[src/rfdf_pkg.sv]
// rfdf_pkg: shared symbols, mode and sequencer codes, and the frame command
// passed from the deframer front end to the output sequencer
// no dependencies
package rfdf_pkg;

    localparam logic [7:0] SYM_START = 8'd18;
    localparam logic [7:0] SYM_STOP  = 8'd19;
    localparam logic [7:0] SYM_ESC   = 8'd125;

    localparam logic [1:0] CH_TX      = 2'd0;
    localparam logic [1:0] CH_DELIVER = 2'd1;
    localparam logic [1:0] CH_DROP    = 2'd2;

    typedef enum logic [1:0] {
        MODE_IDLE = 2'd0,
        MODE_READ = 2'd1,
        MODE_ESC  = 2'd2,
        MODE_ERR  = 2'd3
    } mode_t;

    typedef enum logic [3:0] {
        B_IDLE,
        B_START,
        B_FETCH,
        B_STUFF,
        B_BYTE,
        B_STOP,
        B_DFETCH,
        B_DELIV,
        B_DROP
    } bstate_t;

    // one finished frame, handed to the back end
    typedef struct packed {
        logic       fwd;      // ttl nonzero and frame not empty
        logic       deliver;  // fifo space exceeds frame length
        logic [7:0] len;
    } cmd_t;

endpackage

[src/ring_frame_deframe_forward.sv]
// ring_frame_deframe_forward: top level, front end deframer joined to the
// output sequencer through a one-entry frame command; uses rfdf_front, rfdf_back
//
//  port group  | dir | tdata bits (low first)         | tuser    | tlast
//  s_axis_*    | in  | rx_byte[7:0], fifo_space[15:8] | -        | -
//  m_axis_*    | out | data[7:0]                      | channel  | last
//
// one received byte is taken per cycle while the front end is free; the cycle
// after a stop transfer takes none while the frame command is handed over
// the back end takes the command in that cycle and then emits, as the command
// selects: a start, each forwarded byte (after an escape when special), a stop,
// then either each delivered byte or a drop notice; the registered frame store
// read port puts a fetch state before each byte; bytes after the start of a new
// frame stall until the back end has issued the last result of the previous frame
// reset is synchronous, active low; the output holds under m_axis_tready low
module ring_frame_deframe_forward #(
    parameter int FRAME_DEPTH = 16
) (
    input  logic        aclk,
    input  logic        aresetn,
    input  logic        s_axis_tvalid,
    output logic        s_axis_tready,
    input  logic [15:0] s_axis_tdata,   // rx_byte, fifo_space
    output logic        m_axis_tvalid,
    input  logic        m_axis_tready,
    output logic [7:0]  m_axis_tdata,   // data
    output logic [1:0]  m_axis_tuser,   // channel
    output logic        m_axis_tlast
);
    import rfdf_pkg::*;

    localparam int AW = $clog2(FRAME_DEPTH);

    logic          wr_en;
    logic [AW-1:0] wr_addr;
    logic [7:0]    wr_data;
    logic          cmd_valid;
    logic          cmd_ready;
    cmd_t          cmd;
    logic          back_busy;

    rfdf_front #(
        .FRAME_DEPTH(FRAME_DEPTH)
    ) u_front (
        .aclk       (aclk),
        .aresetn    (aresetn),
        .in_valid   (s_axis_tvalid),
        .in_ready   (s_axis_tready),
        .rx_byte    (s_axis_tdata[7:0]),
        .fifo_space (s_axis_tdata[15:8]),
        .wr_en      (wr_en),
        .wr_addr    (wr_addr),
        .wr_data    (wr_data),
        .cmd_valid  (cmd_valid),
        .cmd_ready  (cmd_ready),
        .cmd        (cmd),
        .back_busy  (back_busy)
    );

    rfdf_back #(
        .FRAME_DEPTH(FRAME_DEPTH)
    ) u_back (
        .aclk        (aclk),
        .aresetn     (aresetn),
        .wr_en       (wr_en),
        .wr_addr     (wr_addr),
        .wr_data     (wr_data),
        .cmd_valid   (cmd_valid),
        .cmd_ready   (cmd_ready),
        .cmd         (cmd),
        .back_busy   (back_busy),
        .out_valid   (m_axis_tvalid),
        .out_ready   (m_axis_tready),
        .out_channel (m_axis_tuser),
        .out_data    (m_axis_tdata),
        .out_last    (m_axis_tlast)
    );

endmodule

[src/rfdf_front.sv]
// rfdf_front: deframer state machine, writes unstuffed bytes to the frame store
// and posts a one-entry frame command on stop; uses rfdf_pkg
module rfdf_front #(
    parameter int FRAME_DEPTH = 16
) (
    input  logic                            aclk,
    input  logic                            aresetn,
    input  logic                            in_valid,
    output logic                            in_ready,
    input  logic [7:0]                      rx_byte,
    input  logic [7:0]                      fifo_space,
    output logic                            wr_en,
    output logic [$clog2(FRAME_DEPTH)-1:0]  wr_addr,
    output logic [7:0]                      wr_data,
    output logic                            cmd_valid,
    input  logic                            cmd_ready,
    output rfdf_pkg::cmd_t                  cmd,
    input  logic                            back_busy
);
    import rfdf_pkg::*;

    localparam int AW = $clog2(FRAME_DEPTH);
    localparam int LW = $clog2(FRAME_DEPTH + 1);
    localparam logic [LW-1:0] DEPTH_L = LW'(FRAME_DEPTH);

    mode_t         mode_reg, mode_next;
    logic [LW-1:0] len_reg, len_next;
    logic [7:0]    ttl_reg, ttl_next;
    logic          cmd_valid_reg, cmd_valid_next;
    cmd_t          cmd_reg, cmd_next;
    logic          accept;
    logic          store;

    // bytes inside a frame wait until the back end is idle and done reading the store
    assign in_ready = !cmd_valid_reg &&
                      (!back_busy || mode_reg == MODE_IDLE || mode_reg == MODE_ERR);
    assign accept   = in_valid && in_ready;

    always_comb begin
        mode_next      = mode_reg;
        len_next       = len_reg;
        ttl_next       = ttl_reg;
        cmd_valid_next = cmd_valid_reg;
        cmd_next       = cmd_reg;
        store          = 1'b0;
        if (cmd_valid_reg && cmd_ready) begin
            cmd_valid_next = 1'b0;
        end
        if (accept) begin
            case (mode_reg)
                MODE_IDLE: begin
                    if (rx_byte == SYM_START) begin
                        mode_next = MODE_READ;
                        len_next  = '0;
                    end
                end
                MODE_READ: begin
                    if (len_reg >= DEPTH_L) begin
                        mode_next = MODE_ERR;
                    end else if (rx_byte == SYM_STOP) begin
                        mode_next        = MODE_IDLE;
                        cmd_valid_next   = 1'b1;
                        cmd_next.fwd     = (len_reg != '0) && (ttl_reg != 8'd0);
                        cmd_next.deliver = {1'b0, fifo_space} > 9'(len_reg);
                        cmd_next.len     = 8'(len_reg);
                    end else if (rx_byte == SYM_ESC) begin
                        mode_next = MODE_ESC;
                    end else begin
                        store = 1'b1;
                    end
                end
                MODE_ESC: begin
                    if (len_reg >= DEPTH_L) begin
                        mode_next = MODE_ERR;
                    end else begin
                        store     = 1'b1;
                        mode_next = MODE_READ;
                    end
                end
                default: begin
                    mode_next = MODE_IDLE;
                    len_next  = '0;
                end
            endcase
        end
        if (store) begin
            len_next = len_reg + LW'(1);
            if (len_reg == '0) begin
                ttl_next = rx_byte;
            end
        end
    end

    assign wr_en     = store;
    assign wr_addr   = AW'(len_reg);
    assign wr_data   = rx_byte;
    assign cmd_valid = cmd_valid_reg;
    assign cmd       = cmd_reg;

    always_ff @(posedge aclk) begin
        if (!aresetn) begin
            mode_reg      <= MODE_IDLE;
            len_reg       <= '0;
            cmd_valid_reg <= 1'b0;
        end else begin
            mode_reg      <= mode_next;
            len_reg       <= len_next;
            cmd_valid_reg <= cmd_valid_next;
        end
    end

    always_ff @(posedge aclk) begin
        ttl_reg <= ttl_next;
        cmd_reg <= cmd_next;
    end

endmodule

[src/rfdf_back.sv]
// rfdf_back: frame store and output sequencer that re-sends, delivers or drops
// a finished frame through a registered output stage; uses rfdf_pkg
module rfdf_back #(
    parameter int FRAME_DEPTH = 16
) (
    input  logic                            aclk,
    input  logic                            aresetn,
    input  logic                            wr_en,
    input  logic [$clog2(FRAME_DEPTH)-1:0]  wr_addr,
    input  logic [7:0]                      wr_data,
    input  logic                            cmd_valid,
    output logic                            cmd_ready,
    input  rfdf_pkg::cmd_t                  cmd,
    output logic                            back_busy,
    output logic                            out_valid,
    input  logic                            out_ready,
    output logic [1:0]                      out_channel,
    output logic [7:0]                      out_data,
    output logic                            out_last
);
    import rfdf_pkg::*;

    localparam int AW = $clog2(FRAME_DEPTH);
    localparam int LW = $clog2(FRAME_DEPTH + 1);

    logic [7:0]    mem [FRAME_DEPTH];
    logic [7:0]    rd_data_reg;

    bstate_t       state_reg, state_next;
    logic [AW-1:0] idx_reg, idx_next;
    logic [LW-1:0] len_reg, len_next;
    logic          deliver_reg, deliver_next;

    logic          valid_reg;
    logic [1:0]    chan_reg;
    logic [7:0]    data_reg;
    logic          last_reg;

    logic          out_free;
    logic          emit;
    logic [1:0]    emit_ch;
    logic [7:0]    emit_data;
    logic          emit_last;
    logic [7:0]    val;
    logic          special;
    logic [LW-1:0] idx_inc;
    logic          more;
    logic [LW-1:0] cmd_len;

    always_ff @(posedge aclk) begin
        if (wr_en) begin
            mem[wr_addr] <= wr_data;
        end
        rd_data_reg <= mem[idx_reg];
    end

    assign out_free  = !valid_reg || out_ready;
    assign cmd_ready = (state_reg == B_IDLE);
    assign back_busy = (state_reg != B_IDLE);

    // ttl goes out decremented
    assign val     = (idx_reg == '0) ? rd_data_reg - 8'd1 : rd_data_reg;
    assign special = (val == SYM_START) || (val == SYM_STOP) || (val == SYM_ESC);
    assign idx_inc = LW'(idx_reg) + LW'(1);
    assign more    = idx_inc < len_reg;
    assign cmd_len = LW'(cmd.len);

    always_comb begin
        state_next   = state_reg;
        idx_next     = idx_reg;
        len_next     = len_reg;
        deliver_next = deliver_reg;
        emit         = 1'b0;
        emit_ch      = CH_TX;
        emit_data    = 8'd0;
        emit_last    = 1'b0;
        case (state_reg)
            B_IDLE: begin
                if (cmd_valid) begin
                    len_next     = cmd_len;
                    deliver_next = cmd.deliver;
                    if (cmd.fwd) begin
                        state_next = B_START;
                    end else if (!cmd.deliver) begin
                        state_next = B_DROP;
                    end else if (cmd_len > LW'(1)) begin
                        idx_next   = AW'(1);
                        state_next = B_DFETCH;
                    end
                end
            end
            B_START: begin
                if (out_free) begin
                    emit       = 1'b1;
                    emit_data  = SYM_START;
                    idx_next   = '0;
                    state_next = B_FETCH;
                end
            end
            B_FETCH: begin
                state_next = B_STUFF;
            end
            B_STUFF, B_BYTE: begin
                if (out_free) begin
                    emit = 1'b1;
                    if (state_reg == B_STUFF && special) begin
                        emit_data  = SYM_ESC;
                        state_next = B_BYTE;
                    end else begin
                        emit_data = val;
                        if (more) begin
                            idx_next   = AW'(idx_inc);
                            state_next = B_FETCH;
                        end else begin
                            state_next = B_STOP;
                        end
                    end
                end
            end
            B_STOP: begin
                if (out_free) begin
                    emit      = 1'b1;
                    emit_data = SYM_STOP;
                    emit_last = deliver_reg && (len_reg < LW'(2));
                    if (!deliver_reg) begin
                        state_next = B_DROP;
                    end else if (len_reg > LW'(1)) begin
                        idx_next   = AW'(1);
                        state_next = B_DFETCH;
                    end else begin
                        state_next = B_IDLE;
                    end
                end
            end
            B_DFETCH: begin
                state_next = B_DELIV;
            end
            B_DELIV: begin
                if (out_free) begin
                    emit      = 1'b1;
                    emit_ch   = CH_DELIVER;
                    emit_data = rd_data_reg;
                    emit_last = !more;
                    if (more) begin
                        idx_next   = AW'(idx_inc);
                        state_next = B_DFETCH;
                    end else begin
                        state_next = B_IDLE;
                    end
                end
            end
            B_DROP: begin
                if (out_free) begin
                    emit       = 1'b1;
                    emit_ch    = CH_DROP;
                    emit_data  = 8'(len_reg);
                    emit_last  = 1'b1;
                    state_next = B_IDLE;
                end
            end
            default: begin
                state_next = B_IDLE;
            end
        endcase
    end

    always_ff @(posedge aclk) begin
        if (!aresetn) begin
            state_reg <= B_IDLE;
            valid_reg <= 1'b0;
        end else begin
            state_reg <= state_next;
            if (emit) begin
                valid_reg <= 1'b1;
            end else if (out_ready) begin
                valid_reg <= 1'b0;
            end
        end
    end

    always_ff @(posedge aclk) begin
        idx_reg     <= idx_next;
        len_reg     <= len_next;
        deliver_reg <= deliver_next;
        if (emit) begin
            chan_reg <= emit_ch;
            data_reg <= emit_data;
            last_reg <= emit_last;
        end
    end

    assign out_valid   = valid_reg;
    assign out_channel = chan_reg;
    assign out_data    = data_reg;
    assign out_last    = last_reg;

endmodule
[config.mk]
export PLATFORM = sky130hd
export DESIGN_NAME = ring_frame_deframe_forward
export DESIGN_NICKNAME = d
export VERILOG_FILES = /design/src/rfdf_pkg.sv /design/src/ring_frame_deframe_forward.sv /design/src/rfdf_front.sv /design/src/rfdf_back.sv
export SDC_FILE = /design/constraint.sdc
export NUM_CORES = 1
export LEC_CHECK = 0
export BUFFER_PORTS_ARGS = -buffer_cell sky130_fd_sc_hd__clkbuf_2
export CAP_MARGIN = 15
export CORE_MARGIN = 2
export CORE_UTILIZATION = 50
export CTS_CLUSTER_SIZE = 28
export DETAILED_ROUTE_END_ITERATION = 6
export PLACE_DENSITY = 0.67
export SETUP_SLACK_MARGIN = 0.3
export SLEW_MARGIN = 15
export SYNTH_ARGS = -nofsm -noshare
export SYNTH_HDL_FRONTEND = slang
export SYNTH_HIERARCHICAL = 1
export SYNTH_SLANG_ARGS = --single-unit
export TNS_END_PERCENT = 30
[constraint.sdc]
create_clock -name aclk -period 7.6 [get_ports aclk]
set_clock_uncertainty 0.05 [all_clocks]
set_input_delay 0.76 -clock aclk [delete_from_list [all_inputs] [get_ports aclk]]
set_output_delay 0.76 -clock aclk [all_outputs]
set_load 0.05 [all_outputs]
Word-level counts from Yosys, hierarchy flattened

Memory sizes are Yosys's and may differ from the RTL's. A register that Yosys moved wholly into a read port is not among the register bits.
Index checks and enable logic that the tools add are counted.

Add/subtract/negate cells: 3
$lt $le $gt $ge: 6
Equal/unequal tests: 34
Multiplexer cells: 68
Bitwise gates (word level): 1
Reductions and logical operators: 35

Operators by type and width:

| operator                                             | count |
|---|---|
| 2-to-1 mux 4 bit                                     | 22 |
| case mux 8 bit (5 select lines)                      | 1 |
| equality test 8 x 5 -> 1 bit (second input constant) | 4 |
| 2-to-1 mux 8 bit                                     | 4 |
| case mux 4 bit (8 select lines)                      | 1 |
| 2-to-1 mux 5 bit                                     | 6 |
| case mux 4 bit (5 select lines)                      | 1 |
| 2-to-1 mux 1 bit                                     | 19 |
| != test 2 x 1 -> 1 bit (second input constant)       | 9 |
| equality test 4 x 3 -> 1 bit (second input constant) | 4 |
| equality test 8 x 7 -> 1 bit (second input constant) | 2 |
| 2-to-1 mux 2 bit                                     | 6 |
| AND reduction 12 bit                                 | 1 |
| > comparator 5 x 1 -> 1 bit (second input constant)  | 2 |
| != test 2 bit (second input constant)                | 5 |
| case mux 5 bit (2 select lines)                      | 1 |
| nonzero test 5 bit                                   | 2 |
| 2-to-1 mux 3 bit                                     | 3 |
| equality test 4 x 2 -> 1 bit (second input constant) | 2 |
| > comparator 8 x 5 -> 1 bit                          | 1 |
| zero test 4 bit                                      | 2 |
| nonzero test 8 bit                                   | 1 |
| subtractor 8 x 1 -> 8 bit (second input constant)    | 1 |
| AND reduction 7 bit                                  | 1 |
| other kinds (29)                                     | 46 |

Bits in registers: 49
Bits in writable memories: 128
Output and inout port bits: 13
Word-level logic and storage cells: 163
Memories kept: 1

Memories:

| name       | words | width | rd ports | clocked after Yosys merged registers in | write ports | RTL line        | RTL |
|---|---|---|---|---|---|---|---|
| u_back.mem | 16    | 8     | 1        | 1                                       | 1           | rfdf_back.sv:26 | `logic [7:0] mem [FRAME_DEPTH];` |

Depth between registers and ports, before layout

Depth in word-level cells: 9
Depth in mapped cells: 11
Mapped depth without buffers: 9

By module

The synthesis kept the hierarchy.

By module, submodules not included:

| module     | instances | cells each | area each (um^2) | sequential area each (um^2) |
|---|---|---|---|---|
| rfdf_back  | 1         | 446        | 7139.3           | 4734.5 |
| rfdf_front | 1         | 135        | 1417.6           | 610.6 |

Worst setup path before layout

OpenSTA, ideal clock, no wires.

Path type: reg2reg
Start: reg u_back.state_reg[2]
End: mem u_back.mem[0][0], enable pin
Setup time: 0.383 ns
Arrival time: 3.023 ns
Setup slack: 4.144 ns
Stages on the path, launching flop included: 11
Path buffers: 3
Clock period less this slack: 3.456 ns
Path through: dfxtp_1 clkbuf_1 clkbuf_1 nor4_1 inv_1 nor3b_1 or3b_1 buf_6 nor2_1 or3b_2 nor3_1

Cells in the longest elaborated chain, start to end: 9

RTL lines:

| item                                   | RTL line                         | RTL |
|---|---|---|
| start, declared                        | rfdf_back.sv:29                  | `bstate_t state_reg, state_next;` |
| start signal, assigned                 | rfdf_back.sv:172                 | `state_reg <= state_next;` |
| nonzero test 4 bit                     | rfdf_back.sv:59                  | `assign back_busy = (state_reg != B_IDLE);` |
| named net back_busy                    | ring_frame_deframe_forward.sv:40 | `logic back_busy;` |
| zero test 1 bit                        | rfdf_front.sv:36                 | `(!back_busy \|\| mode_reg == MODE_IDLE \|\| mode_reg == MODE_ERR);` |
| logical OR 1 bit (2 in series)         | rfdf_front.sv:36                 |  |
| logical AND 1 bit                      | rfdf_front.sv:35                 | `assign in_ready = !cmd_valid_reg &&` |
| logical AND 1 bit                      | rfdf_front.sv:37                 | `assign accept = in_valid && in_ready;` |
| 2-to-1 mux 1 bit                       | rfdf_front.sv:49                 | `if (accept) begin` |
| named net wr_en                        | ring_frame_deframe_forward.sv:34 | `logic wr_en;` |
| 2-to-1 mux 1 bit                       | rfdf_back.sv:51                  | `if (wr_en) begin` |
| 2-to-1 mux 1 bit (implied by the code) | rfdf_back.sv:52                  | `mem[wr_addr] <= wr_data;` |
| end, declared                          | rfdf_back.sv:26                  |  |

The timed path passes the listed nets, and every way through them passes these cells.

Worst setup path after layout

Start: reg u_back.state_reg[2]
End: mem u_back.mem[0][2], enable pin

Same word-level chain as after synthesis.

==> results.toml <==
[run_status]
status = "completed"

[sta]
tightest_slew_ps = 1230
max_freq_mhz = 245
drv_slew = 0
finalSetupViolCount = 0
fin_crit_sh_pct = 53.7
fin_tns_setup_ps = 0
relSlewSlack_pct = 17.7
rsz0062_at_grt = "no"
hold_violations = 0
final_period_minus_worst_setup_slack_ps = 4080

[synth]
ys_warn_count = 6
syn_area_per_cell_um2 = 14.8
syn-cell-area_um2 = 8530
syn-num-nets = 616
syn-instance-count = 577

[power]
p_int_w = 0.00182
switching_share_pct = 31.0
p_seq_share_pct = 47.6
power_frac_clock_pct = 33.1
combPwrFrac_pct = 19.3
power_density_nw_per_um2 = 281
leakagePower_nw = 3.08
switchingPower_w = 0.000815
irDropWorstVdd_mv = 0.173
p_total_w = 0.00263

[drt]
met3_length_um = 1010
wire_per_inst_um = 21.6
wl_met2_um = 9090
drt_first_iter_violations = 442
num_vias = 5117
ant_nets = 0
viasPerCell = 6.21
wl_met1_um = 7400
top_layer = "met4"
drc = 0
firstDrtPassIters = 5
drt-total-wl_um = 17800

[cts]
clockRootBuffer = "clkbuf_16"
clock_path_buffers = 2
cts_tree = "built"
path_clk_slew_ps = 70
post_cts_buffers = 0
postCtsHoldBufs = 0
cts_num_sinks = 185
insertion_delay_ps = 430
numCtsBuffers = 17
ctsResizeCount = 0
cts_max_level = 4

[placement]
port_buffers = 32
dp_cells = 792
gp_congestion = 0.904
postPlaceCellArea_um2 = 8780
dp_hpwl_um = 11800

[finish]
largest_register_ff_count = 128
largest_register = "u_back/mem"
num-nets-final = 630
post-route-cell-area_um2 = 9380
final_cell_count_no_fill = 824
antenna_cells = 0
final_util_pct = 56.3
final_layout_size_suffix_gt1_share_pct = 22.4
area_growth_pct = 9.91
fillers = 1295

[setup_path]
worstPathCellList = "nor4_1 > inv_1 > nor3b_1 > or3b_1 > nor2_1 > or3b_2 > nor3_1"
path_max_fanout = 23
crit_path_start_kind = "flip-flop"
r2r_cells = 7
worstPathRequired_ps = 7600
cp-end-kind = "flip-flop"
r2r_slack_ps = 3520
cp.buffers_inverters = 1
path_class = "reg2reg"
r2r_end = "u_back/mem[0][2]"
critPathMaxStageDelay_ps = 870
cpMaxStageDelayCell = "nor3_1"
reg2reg_from = "u_back/state_reg[2]"
crit_family = "simple AND/OR/NAND/NOR gates"
crit_arrival_ps = 4080

[global_route]
grt_max_degree = 38
grt_pass1_vias = 5021
grtUsageTotal_pct = 21.0
grt_pass1_wl_um = 28000
antenna_found_initial = 0
overflow = 0

[floorplanning]
ios = 33
die_y_um = 135
die-area_um2 = 18100
core_um2 = 16600
start_util_pct = 51.3
fp.dieW_um = 135
core.rowCount = 47

[worst_hold_path]
worstHoldStart = "u_front/cmd[0]"
hp-class = "reg2reg"
hold_depth = 0
whs_endpoint = "u_back/len_reg[0]"

[run]
drv_cap = 0
-- power by group through the flow --
stage | sequential [W] | combinational (W) | clock (W)
floorplan | 0.00129 | 0.000376 | 0
global placement | 0.00127 | 0.000496 | 0
detailed placement | 0.00128 | 0.000509 | 0
CTS | 0.00125 | 0.000510 | 0.000884
global route | 0.00126 | 0.000554 | 0.000928
finish | 0.00125 | 0.000508 | 0.000871
-- through the flow --
| stage | worst slack (ps) | hold slack (ps) |
|---|---|---|
| 6_report | 3520 | 373 |
| 5_1_grt | 3180 | 387 |
| 4_1_cts | 3530 | 373 |
| 3_5_place_dp | 3560 | 355 |
| 3_3_place_gp | 3690 | 352 |
| 2_1_floorplan | 4140 | 350 |
-- layer usage --
metal,global-route usage [%],up-vias
met5,0,-
met4,6.90,0
met3,4.80,25
met2,35.5,214
met1,27.0,2593
li1,-,2285
-- cell usage in the layout, fill, tap and decap left out, types with 4 or more instances in the layout --
cell,count
a21boi_0,4
nor4b_1,5
and3_1,6
nor2b_1,10
nor3_1,8
xnor2_1,4
ha_1,19
o21ai_0,13
o21a_1,4
nor2_1,40
nor4_1,6
clkinv_8,4
clkbuf_16,17
nand4_1,7
nand3_1,11
inv_8,5
nand3b_1,7
a211oi_1,5
a21oi_1,23
mux4_2,40
clkbuf_2,32
inv_1,25
nand2b_1,7
a31oi_1,7
dfxtp_1,21
nand2_1,20
nor3b_1,4
or3b_2,4
edfxtp_1,164
or3_1,7
-- how the worst max path moves through the flow --
stage | start | end | slack, ps | cells after the start
floorplan | u_back/state_reg[2] | u_back/mem[0][0] | 4140 | 10
global placement | u_back/state_reg[2] | u_back/mem[0][2] | 3690 | 7
detailed placement | u_back/state_reg[2] | u_back/mem[0][2] | 3560 | 7
CTS | u_back/state_reg[2] | u_back/mem[0][2] | 3530 | 7
global route | u_back/state_reg[2] | u_back/mem[0][6] | 3180 | 7
finish | u_back/state_reg[2] | u_back/mem[0][2] | 3520 | 7
-- layout make-up --
cell class	instances	area [µm²]	share of cell area [%]
clock buffers	17	425	4.54
clock inverters	15	174	1.85
inverters	25	93.8	1.00
multi-input cells	328	2890	30.8
flip-flops and latches	185	5350	57.0
well taps	220	275	2.94
repair buffers	34	175	1.87
Power figures use the tool's default switching activity.
